**config.mk**
```make
export PLATFORM = sky130hd
export DESIGN_NAME = gradient_color_ramp_lookup_core
export DESIGN_NICKNAME = d
export VERILOG_FILES = /design/src/design/gcrl_pkg.sv /design/src/design/gcrl_ram.sv /design/src/design/gcrl_front.sv /design/src/design/gcrl_queue.sv /design/src/design/gcrl_divider.sv /design/src/design/gcrl_back.sv /design/src/design/gradient_color_ramp_lookup_core.sv
export SDC_FILE = /design/constraint.sdc
export NUM_CORES = 2
export LEC_CHECK = 0
export BUFFER_PORTS_ARGS = -buffer_cell sky130_fd_sc_hd__buf_2
export CORE_UTILIZATION = 35
export CTS_BUF_LIST = sky130_fd_sc_hd__clkbuf_8 sky130_fd_sc_hd__clkbuf_16
export CTS_CLUSTER_SIZE = 12
export DETAILED_ROUTE_END_ITERATION = 6
export SYNTH_ARGS = -nofsm -noshare
export SYNTH_HDL_FRONTEND = slang
export SYNTH_SLANG_ARGS = --single-unit
```
**constraint.sdc**
```tcl
create_clock -name clk -period 24.9 [get_ports clk]
set_clock_uncertainty 0.2 [all_clocks]
set_input_delay 1.245 -clock clk [delete_from_list [all_inputs] [get_ports clk]]
set_output_delay 1.245 -clock clk [all_outputs]
set_load 0.05 [all_outputs]
```
**src/design/gcrl_pkg.sv**
```systemverilog
// ----------------------------------------------------------------------------
// Gradient color ramp lookup: shared package
// Sizes, register indexes, item classes and the types passed between units.
// ----------------------------------------------------------------------------
`default_nettype none

package gcrl_pkg;

  localparam int MAX_STOPS = 16;
  localparam int FRAC_BITS = 16;

  localparam int COLOR_W = 32;
  localparam int SLOT_W  = 4;
  localparam int OFF_W   = FRAC_BITS + 1;
  localparam int POS_W   = FRAC_BITS + 2;
  localparam int COUNT_W = 5;
  localparam int CFG_IDX_W  = 2;
  localparam int CFG_DATA_W = 32;

  localparam int ADDR_W = (MAX_STOPS > 1) ? $clog2(MAX_STOPS) : 1;
  localparam int CNT_W  = $clog2(MAX_STOPS + 1);
  localparam int WORD_W = OFF_W + COLOR_W;

  // Channel arithmetic: signed 9-bit difference times unsigned fraction.
  localparam int PROD_W = 9 + FRAC_BITS + 1;
  localparam int SUM_W  = PROD_W + 1;

  localparam int QUEUE_DEPTH = 2;
  localparam int QPTR_W = 1;
  localparam int QCNT_W = 2;

  localparam logic [CFG_IDX_W-1:0] CFG_START_COLOR = 2'd0;
  localparam logic [CFG_IDX_W-1:0] CFG_END_COLOR   = 2'd1;
  localparam logic [CFG_IDX_W-1:0] CFG_DISCRETE    = 2'd2;
  localparam logic [CFG_IDX_W-1:0] CFG_STOPS       = 2'd3;

  typedef enum logic [2:0] {
    CLS_WRITE,
    CLS_SKIP,
    CLS_LOW,
    CLS_HIGH,
    CLS_WALK
  } item_cls_t;

  typedef struct packed {
    item_cls_t                cls;
    logic [SLOT_W-1:0]        slot;
    logic [OFF_W-1:0]         offset;
    logic [COLOR_W-1:0]       color;
    logic [FRAC_BITS-1:0]     pos;
  } queue_entry_t;

  typedef struct packed {
    logic [COLOR_W-1:0] start_color;
    logic [COLOR_W-1:0] end_color;
    logic               discrete_mode;
    logic [COUNT_W-1:0] stops_in_use;
  } gcrl_cfg_t;

endpackage

`default_nettype wire

```
**src/design/gcrl_ram.sv**
```systemverilog
// ----------------------------------------------------------------------------
// Generic single-port-write RAM
// One write and one read port, read data registered.
// ----------------------------------------------------------------------------
`default_nettype none

module gcrl_ram #(
  parameter int WIDTH = 8,
  parameter int DEPTH = 16
) (
  input  wire logic                               clk,
  input  wire logic                               we,
  input  wire logic [((DEPTH > 1) ? $clog2(DEPTH) : 1)-1:0] waddr,
  input  wire logic [WIDTH-1:0]                   wdata,
  input  wire logic [((DEPTH > 1) ? $clog2(DEPTH) : 1)-1:0] raddr,
  output logic      [WIDTH-1:0]                   rdata
);

  logic [WIDTH-1:0] mem [DEPTH];

  always_ff @(posedge clk) begin
    if (we) begin
      mem[waddr] <= wdata;
    end
    rdata <= mem[raddr];
  end

endmodule

`default_nettype wire

```
**src/design/gcrl_front.sv**
```systemverilog
// ----------------------------------------------------------------------------
// Gradient lookup front end
// Classifies an incoming item and packs it into a queue entry.
// ----------------------------------------------------------------------------
`default_nettype none

module gcrl_front
  import gcrl_pkg::*;
(
  input  wire logic                     func,
  input  wire logic [SLOT_W-1:0]        stop_slot,
  input  wire logic [OFF_W-1:0]         stop_position,
  input  wire logic [COLOR_W-1:0]       stop_rgba,
  input  wire logic signed [POS_W-1:0]  position,
  output queue_entry_t                  entry
);

  localparam logic signed [POS_W-1:0] ONE_POS = POS_W'(1 << FRAC_BITS);

  always_comb begin
    entry.slot   = stop_slot;
    entry.offset = stop_position;
    entry.color  = stop_rgba;
    entry.pos    = position[FRAC_BITS-1:0];
    if (func) begin
      // Writes beyond the table are dropped but still kept in order.
      entry.cls = (32'(stop_slot) < 32'(MAX_STOPS)) ? CLS_WRITE : CLS_SKIP;
    end else if (position <= 0) begin
      entry.cls = CLS_LOW;
    end else if (position >= ONE_POS) begin
      entry.cls = CLS_HIGH;
    end else begin
      entry.cls = CLS_WALK;
    end
  end

endmodule

`default_nettype wire

```
**src/design/gcrl_queue.sv**
```systemverilog
// ----------------------------------------------------------------------------
// Gradient lookup item queue
// Short FIFO between the front end and the back end.
// ----------------------------------------------------------------------------
`default_nettype none

module gcrl_queue
  import gcrl_pkg::*;
(
  input  wire logic   clk,
  input  wire logic   rst,
  input  wire logic   push,
  input  wire queue_entry_t push_entry,
  input  wire logic   pop,
  output queue_entry_t head,
  output logic        empty,
  output logic        full
);

  queue_entry_t       slots [QUEUE_DEPTH];
  logic [QPTR_W-1:0]  wr_ptr;
  logic [QPTR_W-1:0]  rd_ptr;
  logic [QCNT_W-1:0]  count;

  assign head  = slots[rd_ptr];
  assign empty = (count == '0);
  assign full  = (count == QCNT_W'(QUEUE_DEPTH));

  always_ff @(posedge clk) begin
    if (push) begin
      slots[wr_ptr] <= push_entry;
    end
  end

  always_ff @(posedge clk) begin
    if (rst) begin
      wr_ptr <= '0;
      rd_ptr <= '0;
      count  <= '0;
    end else begin
      if (push) begin
        wr_ptr <= wr_ptr + 1'b1;
      end
      if (pop) begin
        rd_ptr <= rd_ptr + 1'b1;
      end
      if (push && !pop) begin
        count <= count + 1'b1;
      end else if (pop && !push) begin
        count <= count - 1'b1;
      end
    end
  end

endmodule

`default_nettype wire

```
**src/design/gcrl_divider.sv**
```systemverilog
// ----------------------------------------------------------------------------
// Segment fraction divider
// Restoring divider, one quotient bit a cycle: (num << FRAC_BITS) / den.
// ----------------------------------------------------------------------------
`default_nettype none

module gcrl_divider
  import gcrl_pkg::*;
(
  input  wire logic                 clk,
  input  wire logic                 rst,
  input  wire logic                 start,
  input  wire logic [FRAC_BITS-1:0] num,
  input  wire logic [OFF_W-1:0]     den,
  output logic [FRAC_BITS-1:0]      quot,
  output logic                      done
);

  localparam int STEP_W = $clog2(FRAC_BITS);

  logic [OFF_W-1:0]  rem;
  logic [STEP_W-1:0] step;
  logic              run;
  logic [OFF_W:0]    rem_sh;
  logic              fits;

  // The numerator is below the divisor, so the remainder stays below it too.
  assign rem_sh = {rem, 1'b0};
  assign fits   = (rem_sh >= {1'b0, den});

  always_ff @(posedge clk) begin
    if (rst) begin
      run  <= 1'b0;
      done <= 1'b0;
    end else begin
      done <= 1'b0;
      if (start) begin
        rem  <= {1'b0, num};
        quot <= '0;
        step <= '0;
        run  <= 1'b1;
      end else if (run) begin
        rem  <= fits ? OFF_W'(rem_sh - {1'b0, den}) : OFF_W'(rem_sh);
        quot <= {quot[FRAC_BITS-2:0], fits};
        step <= step + 1'b1;
        if (step == STEP_W'(FRAC_BITS - 1)) begin
          run  <= 1'b0;
          done <= 1'b1;
        end
      end
    end
  end

endmodule

`default_nettype wire

```
**src/design/gcrl_back.sv**
```systemverilog
// ----------------------------------------------------------------------------
// Gradient lookup back end
// Executes queued items: stop writes, clamped results, stop walk, fraction and channel blend.
// ----------------------------------------------------------------------------
`default_nettype none

module gcrl_back
  import gcrl_pkg::*;
(
  input  wire logic           clk,
  input  wire logic           rst,
  input  wire gcrl_cfg_t      cfg,
  input  wire queue_entry_t   head,
  input  wire logic           empty,
  output logic                pop,
  output logic                done,
  output logic [COLOR_W-1:0]  rgba
);

  localparam logic [OFF_W-1:0] ONE_OFF = OFF_W'(1 << FRAC_BITS);
  localparam logic [SUM_W-1:0] HALF    = SUM_W'(1 << (FRAC_BITS - 1));

  typedef enum logic [2:0] {
    S_IDLE,
    S_WALK,
    S_EVAL,
    S_DIV,
    S_MUL,
    S_ADD
  } state_t;

  state_t                    state;
  logic [FRAC_BITS-1:0]      pos;
  logic [OFF_W-1:0]          lower;
  logic [OFF_W-1:0]          upper;
  logic [COLOR_W-1:0]        c_lo;
  logic [COLOR_W-1:0]        c_hi;
  logic [CNT_W-1:0]          idx;
  logic                      pend;
  logic [FRAC_BITS-1:0]      frac;
  logic [1:0]                ch;
  logic signed [PROD_W-1:0]  prod;
  logic [COLOR_W-1:0]        acc;

  logic                      ram_we;
  logic [WORD_W-1:0]         ram_rdata;
  logic [OFF_W-1:0]          rd_off;
  logic [COLOR_W-1:0]        rd_col;
  logic [CNT_W-1:0]          n_used;
  logic                      hit;
  logic                      issue;
  logic                      div_start;
  logic                      div_done;
  logic [FRAC_BITS-1:0]      div_quot;
  logic [7:0]                ch_a;
  logic [7:0]                ch_b;
  logic signed [8:0]         ch_diff;
  logic signed [SUM_W-1:0]   ch_sum;
  logic [7:0]                ch_out;
  logic [COLOR_W-1:0]        acc_next;
  logic                      flat;

  assign pop    = (state == S_IDLE) && !empty;
  assign ram_we = pop && (head.cls == CLS_WRITE);

  gcrl_ram #(
    .WIDTH (WORD_W),
    .DEPTH (MAX_STOPS)
  ) u_stops (
    .clk   (clk),
    .we    (ram_we),
    .waddr (ADDR_W'(head.slot)),
    .wdata ({head.offset, head.color}),
    .raddr (idx[ADDR_W-1:0]),
    .rdata (ram_rdata)
  );

  assign rd_off = ram_rdata[WORD_W-1 -: OFF_W];
  assign rd_col = ram_rdata[COLOR_W-1:0];

  always_comb begin
    if (32'(cfg.stops_in_use) > 32'(MAX_STOPS)) begin
      n_used = CNT_W'(MAX_STOPS);
    end else begin
      n_used = CNT_W'(cfg.stops_in_use);
    end
  end

  // The read issued last cycle is checked while the next one goes out.
  assign hit   = pend && (rd_off > {1'b0, pos});
  assign issue = !hit && (idx < n_used);

  assign flat      = cfg.discrete_mode || (upper <= lower) || ({1'b0, pos} < lower);
  assign div_start = (state == S_EVAL) && !flat;

  gcrl_divider u_div (
    .clk   (clk),
    .rst   (rst),
    .start (div_start),
    .num   (FRAC_BITS'({1'b0, pos} - lower)),
    .den   (upper - lower),
    .quot  (div_quot),
    .done  (div_done)
  );

  always_comb begin
    ch_a    = c_lo[ch*8 +: 8];
    ch_b    = c_hi[ch*8 +: 8];
    ch_diff = $signed({1'b0, ch_b}) - $signed({1'b0, ch_a});
    ch_sum  = $signed(SUM_W'({ch_a, {FRAC_BITS{1'b0}}})) + $signed({prod[PROD_W-1], prod})
              + $signed(HALF);
    ch_out  = ch_sum[FRAC_BITS+7:FRAC_BITS];
    acc_next = acc;
    acc_next[ch*8 +: 8] = ch_out;
  end

  always_ff @(posedge clk) begin
    if (rst) begin
      state <= S_IDLE;
      done  <= 1'b0;
      pend  <= 1'b0;
    end else begin
      done <= 1'b0;
      unique case (state)
        S_IDLE: begin
          if (!empty) begin
            case (head.cls)
              CLS_LOW: begin
                done <= 1'b1;
                rgba <= cfg.start_color;
              end
              CLS_HIGH: begin
                done <= 1'b1;
                rgba <= cfg.end_color;
              end
              CLS_WALK: begin
                pos   <= head.pos;
                lower <= '0;
                upper <= ONE_OFF;
                c_lo  <= cfg.start_color;
                c_hi  <= cfg.end_color;
                idx   <= '0;
                pend  <= 1'b0;
                state <= S_WALK;
              end
              default: begin
              end
            endcase
          end
        end
        S_WALK: begin
          if (pend) begin
            if (hit) begin
              upper <= rd_off;
              c_hi  <= rd_col;
            end else begin
              lower <= rd_off;
              c_lo  <= rd_col;
            end
          end
          pend <= issue;
          if (issue) begin
            idx <= idx + 1'b1;
          end
          if (hit || (!pend && !issue)) begin
            state <= S_EVAL;
          end
        end
        S_EVAL: begin
          if (flat) begin
            done  <= 1'b1;
            rgba  <= c_lo;
            state <= S_IDLE;
          end else begin
            state <= S_DIV;
          end
        end
        S_DIV: begin
          if (div_done) begin
            frac  <= div_quot;
            ch    <= 2'd3;
            state <= S_MUL;
          end
        end
        S_MUL: begin
          prod  <= ch_diff * $signed({1'b0, frac});
          state <= S_ADD;
        end
        S_ADD: begin
          acc <= acc_next;
          if (ch == 2'd0) begin
            done  <= 1'b1;
            rgba  <= acc_next;
            state <= S_IDLE;
          end else begin
            ch    <= ch - 1'b1;
            state <= S_MUL;
          end
        end
        default: begin
          state <= S_IDLE;
        end
      endcase
    end
  end

endmodule

`default_nettype wire

```
**src/design/gradient_color_ramp_lookup_core.sv**
```systemverilog
// ----------------------------------------------------------------------------
// Gradient color ramp lookup core
// Maps a signed Q1.16 position to an RGBA color through a table of gradient stops.
// ----------------------------------------------------------------------------
// Result steps: a clamped lookup returns the start or end color straight from the queue head;
// a blend walks the used stops, one table read a stop, stopping early if a stop closes the
// segment, then runs the divider and the four-channel blend; discrete mode or an empty
// segment skips those two. A stop write lands in the table when the back end pops it.
// Throughput: one item at a time behind a two-entry queue, the next starting in the done cycle.
// Reset empties the queue and loads the register defaults, not the table; no result stall.
`default_nettype none

module gradient_color_ramp_lookup_core
  import gcrl_pkg::*;
(
  input  wire logic                     clk,
  input  wire logic                     rst,
  input  wire logic                     start,
  output logic                          busy,
  input  wire logic                     func,
  input  wire logic [SLOT_W-1:0]        stop_slot,
  input  wire logic [OFF_W-1:0]         stop_position,
  input  wire logic [COLOR_W-1:0]       stop_rgba,
  input  wire logic signed [POS_W-1:0]  position,
  output logic                          done,
  output logic [COLOR_W-1:0]            rgba,
  input  wire logic                     cfg_wr_en,
  input  wire logic [CFG_IDX_W-1:0]     cfg_addr,
  input  wire logic [CFG_DATA_W-1:0]    cfg_wdata
);

  gcrl_cfg_t    cfg;
  queue_entry_t front_entry;
  queue_entry_t head;
  logic         q_empty;
  logic         q_full;
  logic         pop;

  always_ff @(posedge clk) begin
    if (rst) begin
      cfg.start_color   <= '0;
      cfg.end_color     <= '1;
      cfg.discrete_mode <= 1'b0;
      cfg.stops_in_use  <= '0;
    end else if (cfg_wr_en) begin
      unique case (cfg_addr)
        CFG_START_COLOR: cfg.start_color   <= cfg_wdata[COLOR_W-1:0];
        CFG_END_COLOR:   cfg.end_color     <= cfg_wdata[COLOR_W-1:0];
        CFG_DISCRETE:    cfg.discrete_mode <= cfg_wdata[0];
        CFG_STOPS:       cfg.stops_in_use  <= cfg_wdata[COUNT_W-1:0];
        default: begin
        end
      endcase
    end
  end

  assign busy = q_full;

  gcrl_front u_front (
    .func          (func),
    .stop_slot     (stop_slot),
    .stop_position (stop_position),
    .stop_rgba     (stop_rgba),
    .position      (position),
    .entry         (front_entry)
  );

  gcrl_queue u_queue (
    .clk        (clk),
    .rst        (rst),
    .push       (start && !q_full),
    .push_entry (front_entry),
    .pop        (pop),
    .head       (head),
    .empty      (q_empty),
    .full       (q_full)
  );

  gcrl_back u_back (
    .clk   (clk),
    .rst   (rst),
    .cfg   (cfg),
    .head  (head),
    .empty (q_empty),
    .pop   (pop),
    .done  (done),
    .rgba  (rgba)
  );

endmodule

`default_nettype wire

```
==> results.toml <==
[power_and_ir_drop]
ir_worst_vdd_mv = 0.217
p_sw_w = 0.00304
power.leakage_nw = 22.7
powerDensity_nw_per_um2 = 133
p_int_w = 0.00558
clockPowerShare = 0.224
sw_frac_of_total = 0.353
power.share.sequential = 0.337
combPwrFrac = 0.440

[clock_tree]
post_cts_buffers = 0
cts_resized = 0
clock-sinks = 1306
hold_buffers = 0
htree_levels = 4
clkSlewWorstSetupHoldPaths_ps = 60
cts_buffer_depth = 3
cts_made_buffers = 137
insertion_delay_ps = 760
cts_root_buf = "clkbuf_16"
cts_tree = "done"

[worst_setup_path]
cp.arrival_ps = 9560
r2r-end = "u_back.prod[23]"
cp-end-kind = "register"
r2r-start = "u_back.ch[0]"
cp_top_family = "adder cells"
startpoint_type = "register"
worstRegToRegCells = 26
crit_path_max_incr_delay_ps = 900
path_buf_inv = 4
slowest_stage = "xnor2_1"
criticalPathCategory = "register to register"
crit_top_cell = "fa_1"
crit_required_ps = 25190
r2r_setup_slack_ps = 15630
worstPathMaxFanout = 16

[yosys]
synth.avg_cell_area_um2 = 16.3
ys_types = 80
netlist_area_um2 = 56900
async_flop_share = 0
seq_area_frac_synth = 0.666
synth_fp_nets = 3851
synthFlopType = "edfxtp_1"
syn_inst = 3489
yosysWarnings = 0
synth-edff-count = 1175
ys_ff_latch = 1306

[placement]
place_inst = 5700
dpl.hpwl_um = 85600
port_buffers = 143
dpl-instance-area_um2 = 60400
finalWeightedCongestion = 0.841

[die]
die_height_um = 405
die-width_um = 405
initial_core_util = 0.353
placementRows = 147
core_um2 = 161000
die-area_um2 = 164000
ios = 144

[drt]
dr_total_vias = 30300
drc_errors = 3
antenna_left = 0
wl_per_cell_um = 23.0
vias_per_cell = 5.09
dr.pass1.iters = 7
drtIter0Drc = 2626
wl_um = 137000

[sta]
slew_headroom = 0.148
min_period_over_period = 0.372
rsz0062_at_grt = "false"
hold_viol = 0
layout_min_cycle_time_ps = 9270
worst_slew_pin_slew_ps = 1260
slew_violations = 0
setup_viol_count_final = 0
fmax_ghz = 0.108
tns_ps = 0

[global_routing]
antenna_found_initial = 27
grt-ovfl-total = 0
grt_use_total = 0.168
grt_pass1_vias = 30800
grt_start_max_net_pins = 133
grt_pass1_wl_um = 202000

[run]
cap_violations = 0

[final_layout]
fin_area_um2 = 64600
final_cell_count_no_fill = 5945
areaGrowthSynthToFinish_pct = 13.6
fin_util = 0.402
drive_gt1_frac = 0.200
fill_cells = 14500
final_common_cell = "edfxtp_1"
layout.cells.most_common_list = "edfxtp_1 (1175), nand2_1 (433), mux4_2 (261)"
fin_nets = 4041

[min_path]
hold_path_end = "u_back.frac[15]"
worstHoldPathCells = 0
hp-class = "register to register"
hold_path.startpoint = "u_back.u_div.quot[15]"

[run_status]
status = "finished, violations left"
failed_checks = "DRC"
==> layer usage <==
metal / vias up / track usage / part of all wire
li1: 13600 / - / -
met1: 15600 / 0.222 / 0.42
met2: 800 / 0.277 / 0.49
met3: 211 / 0.0346 / 0.061
met4: 22 / 0.0523 / 0.025
met5: - / 0 / 0.0011
==> synth_stat cells (11+ instances only) <==
cell	instances	area [µm²]
edfxtp_1	1175	35300
o21bai_1	18	135
dfxtp_1	131	2620
nand4_1	13	81.3
xnor2_1	39	342
a221o_1	24	240
mux2i_1	29	290
and2_1	95	594
ha_1	149	1860
o21ai_0	23	115
o21a_1	11	82.6
o21ai_1	12	60.1
inv_1	174	653
a21oi_1	122	611
o22ai_1	26	163
nor4_1	11	68.8
a21o_1	19	143
mux2_2	65	732
nor3b_1	21	158
o31ai_1	11	82.6
buf_2	18	90.1
nand2_1	433	1630
nor2b_1	23	144
nand3_1	23	115
nor3_1	17	85.1
nor2_1	106	398
xor2_1	28	245
clkbuf_1	121	454
nand3b_1	36	270
mux4_2	261	5880
nand2b_1	35	219
fa_1	103	2060
==> cell families after synthesis <==
logic type | count (synthesis) | share of synthesized area
flops | 1306 | 0.666
mux | 356 | 0.122
fa+ha+maj | 252 | 0.0690
compound gates | 337 | 0.0399
buf+inv | 325 | 0.0221
simple gates | 845 | 0.0703
xor+xnor | 68 | 0.0107
==> worst max path at each step <==
| stage | from | end | slack [ps] | depth (start not counted) |
|---|---|---|---|---|
| after global placement | u_back.ch[0] | u_back.prod[23] | 15610 | 26 |
| after detailed placement | u_back.ch[0] | u_back.prod[23] | 15530 | 26 |
| after floorplan | u_back.ch[0] | u_back.prod[23] | 16420 | 28 |
| after global routing | u_back.ch[0] | u_back.prod[23] | 15020 | 26 |
| after CTS | u_back.ch[0] | u_back.prod[23] | 15500 | 26 |
| final | u_back.ch[0] | u_back.prod[23] | 15630 | 26 |
==> state kept, by name, summed over array words and instances (netlist names), 16 cells and up, named ones only <==
name,cells
u_back.u_stops.mem,784
u_back.u_div.rem,17
u_back.acc,32
u_back.c_lo,32
u_back.upper,17
u_back.lower,17
u_back.frac,16
u_queue.slots,144
u_back.u_stops.rdata,49
u_back.pos,16
u_back.rgba,32
u_back.c_hi,32
u_back.u_div.quot,16
cfg,70
==> power by group through the flow <==
stage	combinational, W	clock [W]	sequential [W]
finish	0.00379	0.00193	0.00290
global route	0.00437	0.00205	0.00292
CTS	0.00388	0.00197	0.00290
detailed placement	0.00384	0	0.00295
global placement	0.00380	0	0.00295
floorplan	0.00289	0	0.00294
==> per-stage QoR <==
| step | worst slack, ps | total power (W) | hold WS [ps] |
|---|---|---|---|
| after floorplan | 16420 | 0.00583 | 200 |
| after global placement | 15610 | 0.00675 | 202 |
| after detailed placement | 15530 | 0.00679 | 217 |
| after CTS | 15500 | 0.00876 | 231 |
| after global routing | 15020 | 0.00934 | 237 |
| final | 15630 | 0.00863 | 228 |
==> cell type report <==
cell class                 count  area (µm²)  area share
multi-input combinational   1858       17900       0.277
clock buffer                 155        3730      0.0577
tap                         2160        2700      0.0418
sequential                  1306       37900       0.586
clock inverter                89         524     0.00811
timing repair buffer         202        1190      0.0183
inverter                     174         653      0.0101
antenna                        1        2.50   0.0000387
==> worst reg2reg max path, cell delays in order (launching register included) <==
cell and delay [ps]:
edfxtp_1 660, buf_4 350, mux4_2 610, ha_1 230, fa_1 430, nor2b_1 120, o21ai_0 120, a21boi_1 210
o21a_1 140, nor2_1 60, xnor2_1 900, nand2_1 170, fa_1 500, fa_1 550, inv_1 50, fa_1 500
fa_1 560, inv_1 60, fa_1 490, inv_1 40, ha_1 300, a21o_1 180, a2111oi_2 440, o21bai_1 200
o221a_2 340, a211oi_2 190, xnor3_1 400
(Power assumes the default switching activity.)
